**src/design/ptlg_pkg.sv**
```systemverilog
package ptlg_pkg;

   // field widths
   localparam int FREQ_W   = 16;
   localparam int PWR_W    = 24;
   localparam int LOAD_W   = 8;
   localparam int STATUS_W = 3;
   localparam int OP_W     = 2;
   // index carried by a chain token, wide enough for the deepest table
   localparam int IDX_W    = 6;

   // governor thresholds
   localparam int LOAD_HIGH = 80;
   localparam int LOAD_LOW  = 20;
   localparam int LOAD_MAX  = 100;
   // divide by the load span (60) as multiply by ceil(2^20/60) and shift
   localparam int RECIP_W     = 15;
   localparam int RECIP       = 17477;
   localparam int RECIP_SHIFT = 20;

   typedef enum logic [OP_W-1:0] {
      OP_ADD  = 2'd0,
      OP_GOV  = 2'd1,
      OP_SET  = 2'd2,
      OP_RSVD = 2'd3
   } opcode_type;

   typedef enum logic [STATUS_W-1:0] {
      ST_OK         = 3'd0,
      ST_ZERO_FREQ  = 3'd1,
      ST_FULL       = 3'd2,
      ST_EMPTY      = 3'd3,
      ST_NOT_LISTED = 3'd4
   } status_type;

   typedef struct packed {
      logic [OP_W-1:0]          opcode;
      logic [FREQ_W-1:0]        frequency_mhz;
      logic [PWR_W-1:0]         power_mw;
      logic signed [LOAD_W-1:0] load_percent;
   } req_type;

   typedef struct packed {
      logic [STATUS_W-1:0] status;
      logic [FREQ_W-1:0]   chosen_mhz;
      logic [FREQ_W-1:0]   current_mhz;
   } rsp_type;

   // token handed from cell to cell; freq/power is the carried entry
   typedef struct packed {
      logic              live;
      opcode_type        op;
      logic [FREQ_W-1:0] freq;
      logic [PWR_W-1:0]  power;
      logic [IDX_W-1:0]  idx;
      logic              found;
      logic              placed;
      logic [FREQ_W-1:0] chosen;
   } chain_type;

endpackage

```
**src/design/ptlg_cell.sv**
```systemverilog
module ptlg_cell #(
   parameter int CELL_INDEX = 0,
   parameter int CNT_W      = 5
) (
   input  logic                 clock,
   input  logic                 reset,
   input  logic [CNT_W-1:0]     count,
   input  ptlg_pkg::chain_type  tok_in,
   output ptlg_pkg::chain_type  tok_out
);

   logic [ptlg_pkg::FREQ_W-1:0] freq_ff, freq_in;
   logic [ptlg_pkg::PWR_W-1:0]  pwr_ff, pwr_in;
   ptlg_pkg::chain_type         tok_ff, tok_in_nx;
   logic                        used;
   logic                        first_free;

   assign used       = CNT_W'(CELL_INDEX) < count;
   assign first_free = CNT_W'(CELL_INDEX) == count;

   // act on the token passing through this cell
   always_comb begin
      freq_in   = freq_ff;
      pwr_in    = pwr_ff;
      tok_in_nx = tok_in;
      if (tok_in.live) begin
         case (tok_in.op)
            ptlg_pkg::OP_ADD: begin
               if (used && !tok_in.found) begin
                  if (!tok_in.placed && freq_ff == tok_in.freq) begin
                     // update power of a listed frequency
                     pwr_in          = tok_in.power;
                     tok_in_nx.found = 1'b1;
                  end else if (tok_in.placed || freq_ff > tok_in.freq) begin
                     // swap: keep the carried entry, hand ours down
                     freq_in          = tok_in.freq;
                     pwr_in           = tok_in.power;
                     tok_in_nx.freq   = freq_ff;
                     tok_in_nx.power  = pwr_ff;
                     tok_in_nx.placed = 1'b1;
                  end
               end else if (first_free && !tok_in.found) begin
                  // append the carried entry at the end of the table
                  freq_in          = tok_in.freq;
                  pwr_in           = tok_in.power;
                  tok_in_nx.placed = 1'b1;
               end
            end
            ptlg_pkg::OP_GOV: begin
               if (used && tok_in.idx == ptlg_pkg::IDX_W'(CELL_INDEX)) begin
                  tok_in_nx.chosen = freq_ff;
               end
            end
            ptlg_pkg::OP_SET: begin
               if (used && freq_ff == tok_in.freq) begin
                  tok_in_nx.found = 1'b1;
               end
            end
            default: begin
               tok_in_nx = tok_in;
            end
         endcase
      end
   end

   // hold the entry
   always_ff @(posedge clock) begin
      freq_ff <= freq_in;
      pwr_ff  <= pwr_in;
   end

   // advance the token one cell per cycle
   always_ff @(posedge clock) begin
      if (reset) begin
         tok_ff <= '0;
      end else begin
         tok_ff <= tok_in_nx;
      end
   end

   assign tok_out = tok_ff;

endmodule

```
**src/design/ptlg_gov_index.sv**
```systemverilog
module ptlg_gov_index #(
   parameter int CNT_W = 5
) (
   input  logic                                clock,
   input  logic signed [ptlg_pkg::LOAD_W-1:0] load,
   input  logic [CNT_W-1:0]                    count,
   output logic [ptlg_pkg::IDX_W-1:0]          idx
);

   // load minus the low threshold stays below 60 in the middle band
   localparam int DIFF_W = 6;
   localparam int PROD_W = DIFF_W + CNT_W;
   localparam int Q_W    = PROD_W + ptlg_pkg::RECIP_W;

   logic [6:0]                  ld;
   logic [DIFF_W-1:0]           diff;
   logic [PROD_W-1:0]           prod_ff, prod_in;
   logic                        hi_ff, hi_in, lo_ff, lo_in;
   logic [Q_W-1:0]              q_full;
   logic [CNT_W-1:0]            q, cnt_m1, pick;
   logic [ptlg_pkg::IDX_W-1:0]  idx_ff;

   // clamp the load and form (load - 20) * count
   always_comb begin
      if (load < 8'sd0) begin
         ld = 7'd0;
      end else if (load > 8'(ptlg_pkg::LOAD_MAX)) begin
         ld = 7'(ptlg_pkg::LOAD_MAX);
      end else begin
         ld = 7'(load);
      end
      hi_in   = ld >= 7'(ptlg_pkg::LOAD_HIGH);
      lo_in   = ld <= 7'(ptlg_pkg::LOAD_LOW);
      diff    = DIFF_W'(ld - 7'(ptlg_pkg::LOAD_LOW));
      prod_in = PROD_W'(diff) * PROD_W'(count);
   end

   // divide by the span and cap at the last entry; high load picks the last entry, low load the first
   always_comb begin
      q_full = Q_W'(prod_ff) * Q_W'(ptlg_pkg::RECIP);
      q      = CNT_W'(q_full >> ptlg_pkg::RECIP_SHIFT);
      cnt_m1 = count - CNT_W'(1);
      if (hi_ff) begin
         pick = cnt_m1;
      end else if (lo_ff) begin
         pick = '0;
      end else if (q > cnt_m1) begin
         pick = cnt_m1;
      end else begin
         pick = q;
      end
   end

   always_ff @(posedge clock) begin
      prod_ff <= prod_in;
      hi_ff   <= hi_in;
      lo_ff   <= lo_in;
      idx_ff  <= ptlg_pkg::IDX_W'(pick);
   end

   assign idx = idx_ff;

endmodule

```
**src/design/pstate_table_load_governor.sv**
```systemverilog
// An add, governor or set request sends a token along the row of table cells, one cell per
// cycle, and gives its result once the token leaves the last cell; a rejected or ignored
// request is answered without a walk. A new request is taken only after the result of the
// last one has gone out; a result waits in the done state while an earlier one is stalled.
// Reset (synchronous): empties the table, clears the current frequency and drops any
// pending result; table entries keep stale contents that are never read.
module pstate_table_load_governor #(
   parameter int TABLE_DEPTH = 16
) (
   input  logic               clock,
   input  logic               reset,
   input  logic               req_valid,
   output logic               req_stall,
   input  ptlg_pkg::req_type  req_data,
   output logic               rsp_valid,
   input  logic               rsp_stall,
   output ptlg_pkg::rsp_type  rsp_data
);

   localparam int CNT_W = $clog2(TABLE_DEPTH + 1);

   typedef enum logic [2:0] {
      S_IDLE,
      S_CALC,
      S_LAUNCH,
      S_RUN,
      S_DONE
   } state_type;

   state_type                   state_ff, state_in;
   ptlg_pkg::req_type           req_ff, req_in;
   ptlg_pkg::chain_type         fin_ff, fin_in;
   ptlg_pkg::rsp_type           rsp_ff, rsp_in;
   logic                        rsp_valid_ff, rsp_valid_in;
   logic [CNT_W-1:0]            count_ff, count_in;
   logic [ptlg_pkg::FREQ_W-1:0] current_ff, current_in;
   ptlg_pkg::chain_type         tok [TABLE_DEPTH+1];
   logic [TABLE_DEPTH:0]        chain_live;
   logic [ptlg_pkg::IDX_W-1:0]  gov_idx;
   logic                        req_acc;
   logic                        skip;
   ptlg_pkg::status_type        skip_status;
   ptlg_pkg::status_type        st;

   assign req_stall = state_ff != S_IDLE;
   assign req_acc   = req_valid && !req_stall;
   assign rsp_valid = rsp_valid_ff;
   assign rsp_data  = rsp_ff;

   // index pick for the governor, fed straight from the port
   ptlg_gov_index #(
      .CNT_W (CNT_W)
   ) u_gov (
      .clock (clock),
      .load  (req_data.load_percent),
      .count (count_ff),
      .idx   (gov_idx)
   );

   // launch token into the first cell
   always_comb begin
      tok[0]        = '0;
      tok[0].live   = state_ff == S_LAUNCH;
      tok[0].op     = ptlg_pkg::opcode_type'(req_ff.opcode);
      tok[0].freq   = req_ff.frequency_mhz;
      tok[0].power  = req_ff.power_mw;
      tok[0].idx    = gov_idx;
   end

   // row of table cells, one entry each
   for (genvar i = 0; i < TABLE_DEPTH; i++) begin : g_cell
      ptlg_cell #(
         .CELL_INDEX (i),
         .CNT_W      (CNT_W)
      ) u_cell (
         .clock   (clock),
         .reset   (reset),
         .count   (count_ff),
         .tok_in  (tok[i]),
         .tok_out (tok[i+1])
      );
   end

   for (genvar i = 0; i <= TABLE_DEPTH; i++) begin : g_live
      assign chain_live[i] = tok[i].live;
   end

   // requests answered without a walk
   always_comb begin
      skip        = 1'b0;
      skip_status = ptlg_pkg::ST_OK;
      case (ptlg_pkg::opcode_type'(req_ff.opcode))
         ptlg_pkg::OP_ADD: begin
            if (req_ff.frequency_mhz == '0) begin
               skip        = 1'b1;
               skip_status = ptlg_pkg::ST_ZERO_FREQ;
            end else if (count_ff >= CNT_W'(TABLE_DEPTH)) begin
               skip        = 1'b1;
               skip_status = ptlg_pkg::ST_FULL;
            end
         end
         ptlg_pkg::OP_GOV: begin
            if (count_ff == '0) begin
               skip        = 1'b1;
               skip_status = ptlg_pkg::ST_EMPTY;
            end
         end
         ptlg_pkg::OP_SET: begin
            skip = 1'b0;
         end
         default: begin
            skip = 1'b1;
         end
      endcase
   end

   // sequence one request at a time
   always_comb begin
      state_in     = state_ff;
      req_in       = req_ff;
      fin_in       = fin_ff;
      count_in     = count_ff;
      current_in   = current_ff;
      rsp_valid_in = rsp_valid_ff && rsp_stall;
      rsp_in       = rsp_ff;
      st           = ptlg_pkg::ST_OK;
      case (state_ff)
         S_IDLE: begin
            if (req_acc) begin
               req_in   = req_data;
               state_in = S_CALC;
            end
         end
         S_CALC: begin
            state_in = skip ? S_DONE : S_LAUNCH;
         end
         S_LAUNCH: begin
            state_in = S_RUN;
         end
         S_RUN: begin
            if (tok[TABLE_DEPTH].live) begin
               fin_in   = tok[TABLE_DEPTH];
               state_in = S_DONE;
            end
         end
         S_DONE: begin
            if (!rsp_valid_ff || !rsp_stall) begin
               rsp_in.chosen_mhz = '0;
               if (skip) begin
                  st = skip_status;
               end else begin
                  case (ptlg_pkg::opcode_type'(req_ff.opcode))
                     ptlg_pkg::OP_ADD: begin
                        if (!fin_ff.found) begin
                           count_in = count_ff + CNT_W'(1);
                           if (current_ff == '0) begin
                              current_in = req_ff.frequency_mhz;
                           end
                        end
                     end
                     ptlg_pkg::OP_GOV: begin
                        rsp_in.chosen_mhz = fin_ff.chosen;
                     end
                     ptlg_pkg::OP_SET: begin
                        if (fin_ff.found) begin
                           current_in = req_ff.frequency_mhz;
                        end else begin
                           st = ptlg_pkg::ST_NOT_LISTED;
                        end
                     end
                     default: begin
                        st = ptlg_pkg::ST_OK;
                     end
                  endcase
               end
               rsp_in.status      = st;
               rsp_in.current_mhz = current_in;
               rsp_valid_in       = 1'b1;
               state_in           = S_IDLE;
            end
         end
         default: begin
            state_in = S_IDLE;
         end
      endcase
   end

   always_ff @(posedge clock) begin
      req_ff <= req_in;
      fin_ff <= fin_in;
      rsp_ff <= rsp_in;
      if (reset) begin
         state_ff     <= S_IDLE;
         count_ff     <= '0;
         current_ff   <= '0;
         rsp_valid_ff <= 1'b0;
      end else begin
         state_ff     <= state_in;
         count_ff     <= count_in;
         current_ff   <= current_in;
         rsp_valid_ff <= rsp_valid_in;
      end
   end

   // table never overfills
   a_count_bound: assert property (@(posedge clock) disable iff (reset)
      count_ff <= CNT_W'(TABLE_DEPTH))
      else $error("entry count above table depth");

   // at most one token walks the row
   a_one_token: assert property (@(posedge clock) disable iff (reset)
      $countones(chain_live) <= 1)
      else $error("more than one token in the cell row");

   // count only grows by one
   a_count_step: assert property (@(posedge clock) disable iff (reset)
      count_ff != $past(count_ff) |-> count_ff == $past(count_ff) + CNT_W'(1))
      else $error("entry count changed by more than one");

   // a result appears only on leaving the done state
   a_rsp_source: assert property (@(posedge clock) disable iff (reset)
      $rose(rsp_valid_ff) |-> $past(state_ff == S_DONE))
      else $error("result raised outside the done state");

   // a table with any entries always has a current frequency
   a_current_set: assert property (@(posedge clock) disable iff (reset)
      count_ff != '0 |-> current_ff != '0)
      else $error("current frequency zero with entries listed");

endmodule
```
**config.mk**
```make
export PLATFORM = sky130hd
export DESIGN_NAME = pstate_table_load_governor
export DESIGN_NICKNAME = d
export VERILOG_FILES = /design/src/design/ptlg_pkg.sv /design/src/design/ptlg_cell.sv /design/src/design/ptlg_gov_index.sv /design/src/design/pstate_table_load_governor.sv
export SDC_FILE = /design/constraint.sdc
export NUM_CORES = 2
export LEC_CHECK = 0
export ABC_CLOCK_PERIOD_IN_PS = 5800
export BUFFER_PORTS_ARGS = -buffer_cell sky130_fd_sc_hd__buf_2
export CAP_MARGIN = 5
export CORE_MARGIN = 1
export CORE_UTILIZATION = 40
export CTS_CLUSTER_SIZE = 20
export DETAILED_ROUTE_END_ITERATION = 7
export PLACE_DENSITY = 0.52
export SLEW_MARGIN = 10
export SYNTH_ARGS = -nofsm -noshare
export SYNTH_HDL_FRONTEND = slang
export SYNTH_SLANG_ARGS = --single-unit
```
**constraint.sdc**
```tcl
create_clock -name clock -period 5.8 [get_ports clock]
set_input_delay 1.16 -clock clock [delete_from_list [all_inputs] [get_ports clock]]
set_output_delay 1.16 -clock clock [all_outputs]
set_load 0.05 [all_outputs]
```
==> results.txt <==
wire length per cell -> 18.7 um
Max Clock Freq -> 212 MHz
Core Box Area -> 111000 sq um
Top FF cell, synth -> dfxtp_1
mapped cell area -> 44800 sq um
worst-case vdd ir drop -> 0.213 mV
share of layout cells above drive strength 1 -> 9.03%
initial DRC count -> 1547
GRT Total Usage -> 19.6%
Sink Count -> 1017
Synth area leader -> dfxtp_1
Hold Path Class -> flop to flop
vias in the first global route -> 29984
Longest Clk Path Bufs -> 3
reg2reg end -> u_gov.idx[2]
slowest stage delay, CP -> 0.47 ns
final hold slack -> 0.401 ns
Slew HR -> 12.1%
setup slack, reg-to-reg -> 1.08 ns
largest net degree at the start of global routing -> 198
worst endpoint data arrival time -> 5.29 ns
Tmin final -> 4.72 ns
grt total ovfl -> 0
Final Hold Fails -> 0
Synth cell types -> 104
Reg clk slew, reported paths -> 0.06 ns
PostCTS Resize Cnt -> 0
worst setup path startpoint -> u_gov.prod_ff[8]
Critical Path Fanout Max -> 4
port bufs -> 66
layout overhead on the synthesized area -> 12.6%
Initial Util -> 40.4%
fillers -> 10544
LEAKAGE -> 0.0195 uW
warnings from Yosys -> 0
initial antenna violation count -> 2
worst path cell trace -> ha_1 > inv_1 > fa_1 > inv_1 > fa_1 > ha_1 > ha_1 > a21oi_1 > nor2_1 > o311ai_0 > o2111ai_1 > a211oi_1 > nor2_1 > ha_1 > nand2_1 > o22ai_1 > a21oi_1 > or3_1 > inv_1 > a221o_1
pre-CTS setup slack -> 0.553 ns
final antenna-violating net count -> 0
Final TNS setup -> 0 ns
critical path launch point type -> flop
status -> finished clean
Clock Tree Root -> clkbuf_16
detailed-route DRC error count -> 0
Seq/Total Area, Yosys -> 52.7%
row count -> 122
Detail Placement HPWL -> 80600 um
Max-Cap Viols -> 0
vias -> 29350
Slew Viols, Final -> 0
die width -> 337 um
cell count after placement -> 5639
Worst Setup Path Type -> flop to flop
CP required -> 6.37 ns
Die Y -> 337 um
drt first pass iters -> 5
EDFF count, synth -> 326
CP delay by family, top -> adder cells
Worst Max-Slew Pin Slew -> 1.31 ns
most frequent CP cell -> ha_1
power per cell area -> 297 nW/um^2
Clk Latency, worst-skew pair -> 0.70 ns
Critical Path Sink -> u_gov.idx[2]
syn avg cell area -> 10.6 sq um
fin cells -> 5853
CP Depth -> 20
top cell type's share of synthesized area -> 30.9%
first-pass GRT wire length -> 173000 um
# setup viols final -> 0
TritonCTS clock tree -> yes
H-tree depth -> 3
Post-Route Skew -> 0.0224 ns
syn nets -> 4625
Tcrit/Tclk final -> 81.4%
routed wire length -> 110000 um
fin nets -> 4681
Post-CTS Setup Repair Bufs -> 0
Mapped Cells -> 4209
hold_buf cts -> 0
DIE AREA -> 113000 sq um
CTS buffer count -> 112
asr flop ratio synth -> 0%
Slowest cell on crit path -> fa_1
routability cong. -> 0.810
R2R Path Start -> u_gov.prod_ff[8]
crit end category -> flop
Buf/Inv on CP -> 3
Synth area leaders -> dfxtp_1 31%, edfxtp_1 22%, ha_1 9.4%
RSZ-0062 raised after global routing -> no
Synth Register Bits -> 1017
DR vias/cell -> 5.01
IO Pins -> 91
reg2reg path depth -> 20
setup ws final -> 1.08 ns
==> report_power, final <==
part / switching (uW) / internal (uW) / leakage [uW]
Combinational: 255 / 108 / 0.00912
Sequential: 61.3 / 7380 / 0.00847
Clock: 2890 / 4280 / 0.00187
Total: 3210 / 11800 / 0.0195
==> logic make-up (layout without fill, tap and decap cells) <==
logic type               count (synthesis)  in the layout  share of synthesized area [%]
XOR/XNOR                                18             18                          0.352
AO/OA/AOI/OAI                          542            542                           7.89
AND/OR/NAND/NOR                       1339           1339                           14.7
buffers and inverters                  534            689                           4.89
multiplexers                           397            397                           8.90
adder cells (fa/ha/maj)                362            362                           10.5
other                                    0              1                              0
flip-flops                            1017           1017                           52.7
==> worst min-delay path by stage <==
stage | startpoint | endpoint | slack [ns] | cells past startpoint
2_1_floorplan | g_cell[15].u_cell.tok_out[0] | fin_ff[0] | 0.39 | 0
3_3_place_gp | g_cell[15].u_cell.tok_out[17] | fin_ff[17] | 0.39 | 0
3_5_place_dp | g_cell[15].u_cell.tok_out[3] | fin_ff[3] | 0.39 | 0
4_1_cts | g_cell[15].u_cell.tok_out[3] | fin_ff[3] | 0.40 | 0
5_1_grt | g_cell[15].u_cell.tok_out[10] | fin_ff[10] | 0.41 | 0
6_report | g_cell[15].u_cell.tok_out[15] | fin_ff[15] | 0.40 | 0
==> placed cells by master (no fill, tap or decap), drive strengths merged, types with 50 or more instances in the layout <==
cell type / n
a21oi: 207
buf: 123
clkbuf: 179
dfxtp: 691
edfxtp: 326
ha: 336
inv: 360
mux2i: 386
nand2: 468
nand3: 50
nand4: 67
nor2: 357
nor2b: 144
o21ai: 90
==> per-stage QoR <==
stage               cell area, sq um  utilization, %  total power, uW
floorplan                      44800               -             7820
CTS                            50400            45.5            15200
finish                         50400            45.5            15000
global route                   50400            45.5            15500
detailed placement             46700            42.1             7960
global placement               46700            42.1             7950
==> cell usage after synthesis, types with 26 or more instances <==
master / instances
a21oi_1: 204
fa_1: 26
clkbuf_1: 124
inv_1: 352
nor2b_1: 143
ha_1: 336
o31ai_1: 40
dfxtp_1: 691
nor2_1: 355
nand4_1: 65
nand2_1: 468
o21ai_0: 88
mux2i_1: 386
or3_1: 27
nand3_1: 49
edfxtp_1: 326
and2_1: 40
buf_2: 26
==> sequential cells by signal (all words and copies together) (netlist names) <==
register,count
count_ff,5
current_ff,16
fin_ff,17
g_cell.u_cell.freq_ff,256
g_cell.u_cell.tok_out,648
req_ff,18
rsp_data,35
rsp_valid,1
state_ff,3
u_gov.hi_ff,1
u_gov.idx,5
u_gov.lo_ff,1
u_gov.prod_ff,11
==> area by class of cell <==
class / count / area [sq um] / area share (%)
Antenna cell: 1 / 2.50 / 0.00496
Clock buffer: 179 / 3400 / 6.74
Sequential cell: 1017 / 23600 / 46.8
Clock inverter: 34 / 379 / 0.752
Inverter: 353 / 1330 / 2.64
Multi-Input combinational cell: 2658 / 19000 / 37.7
Tap cell: 1488 / 1860 / 3.69
Timing Repair Buffer: 123 / 806 / 1.60
==> metal layers <==
| layer | global-route usage (%) | up-vias | wire length, um |
|---|---|---|---|
| met5 | 0 | - | 0 |
| met4 | 5.79 | 0 | 3080 |
| met3 | 2.69 | 179 | 2940 |
| met2 | 36.4 | 391 | 56700 |
| met1 | 23.3 | 14031 | 47000 |
| li1 | - | 14749 | - |
Note: power is estimated with default switching activity, not from simulation.
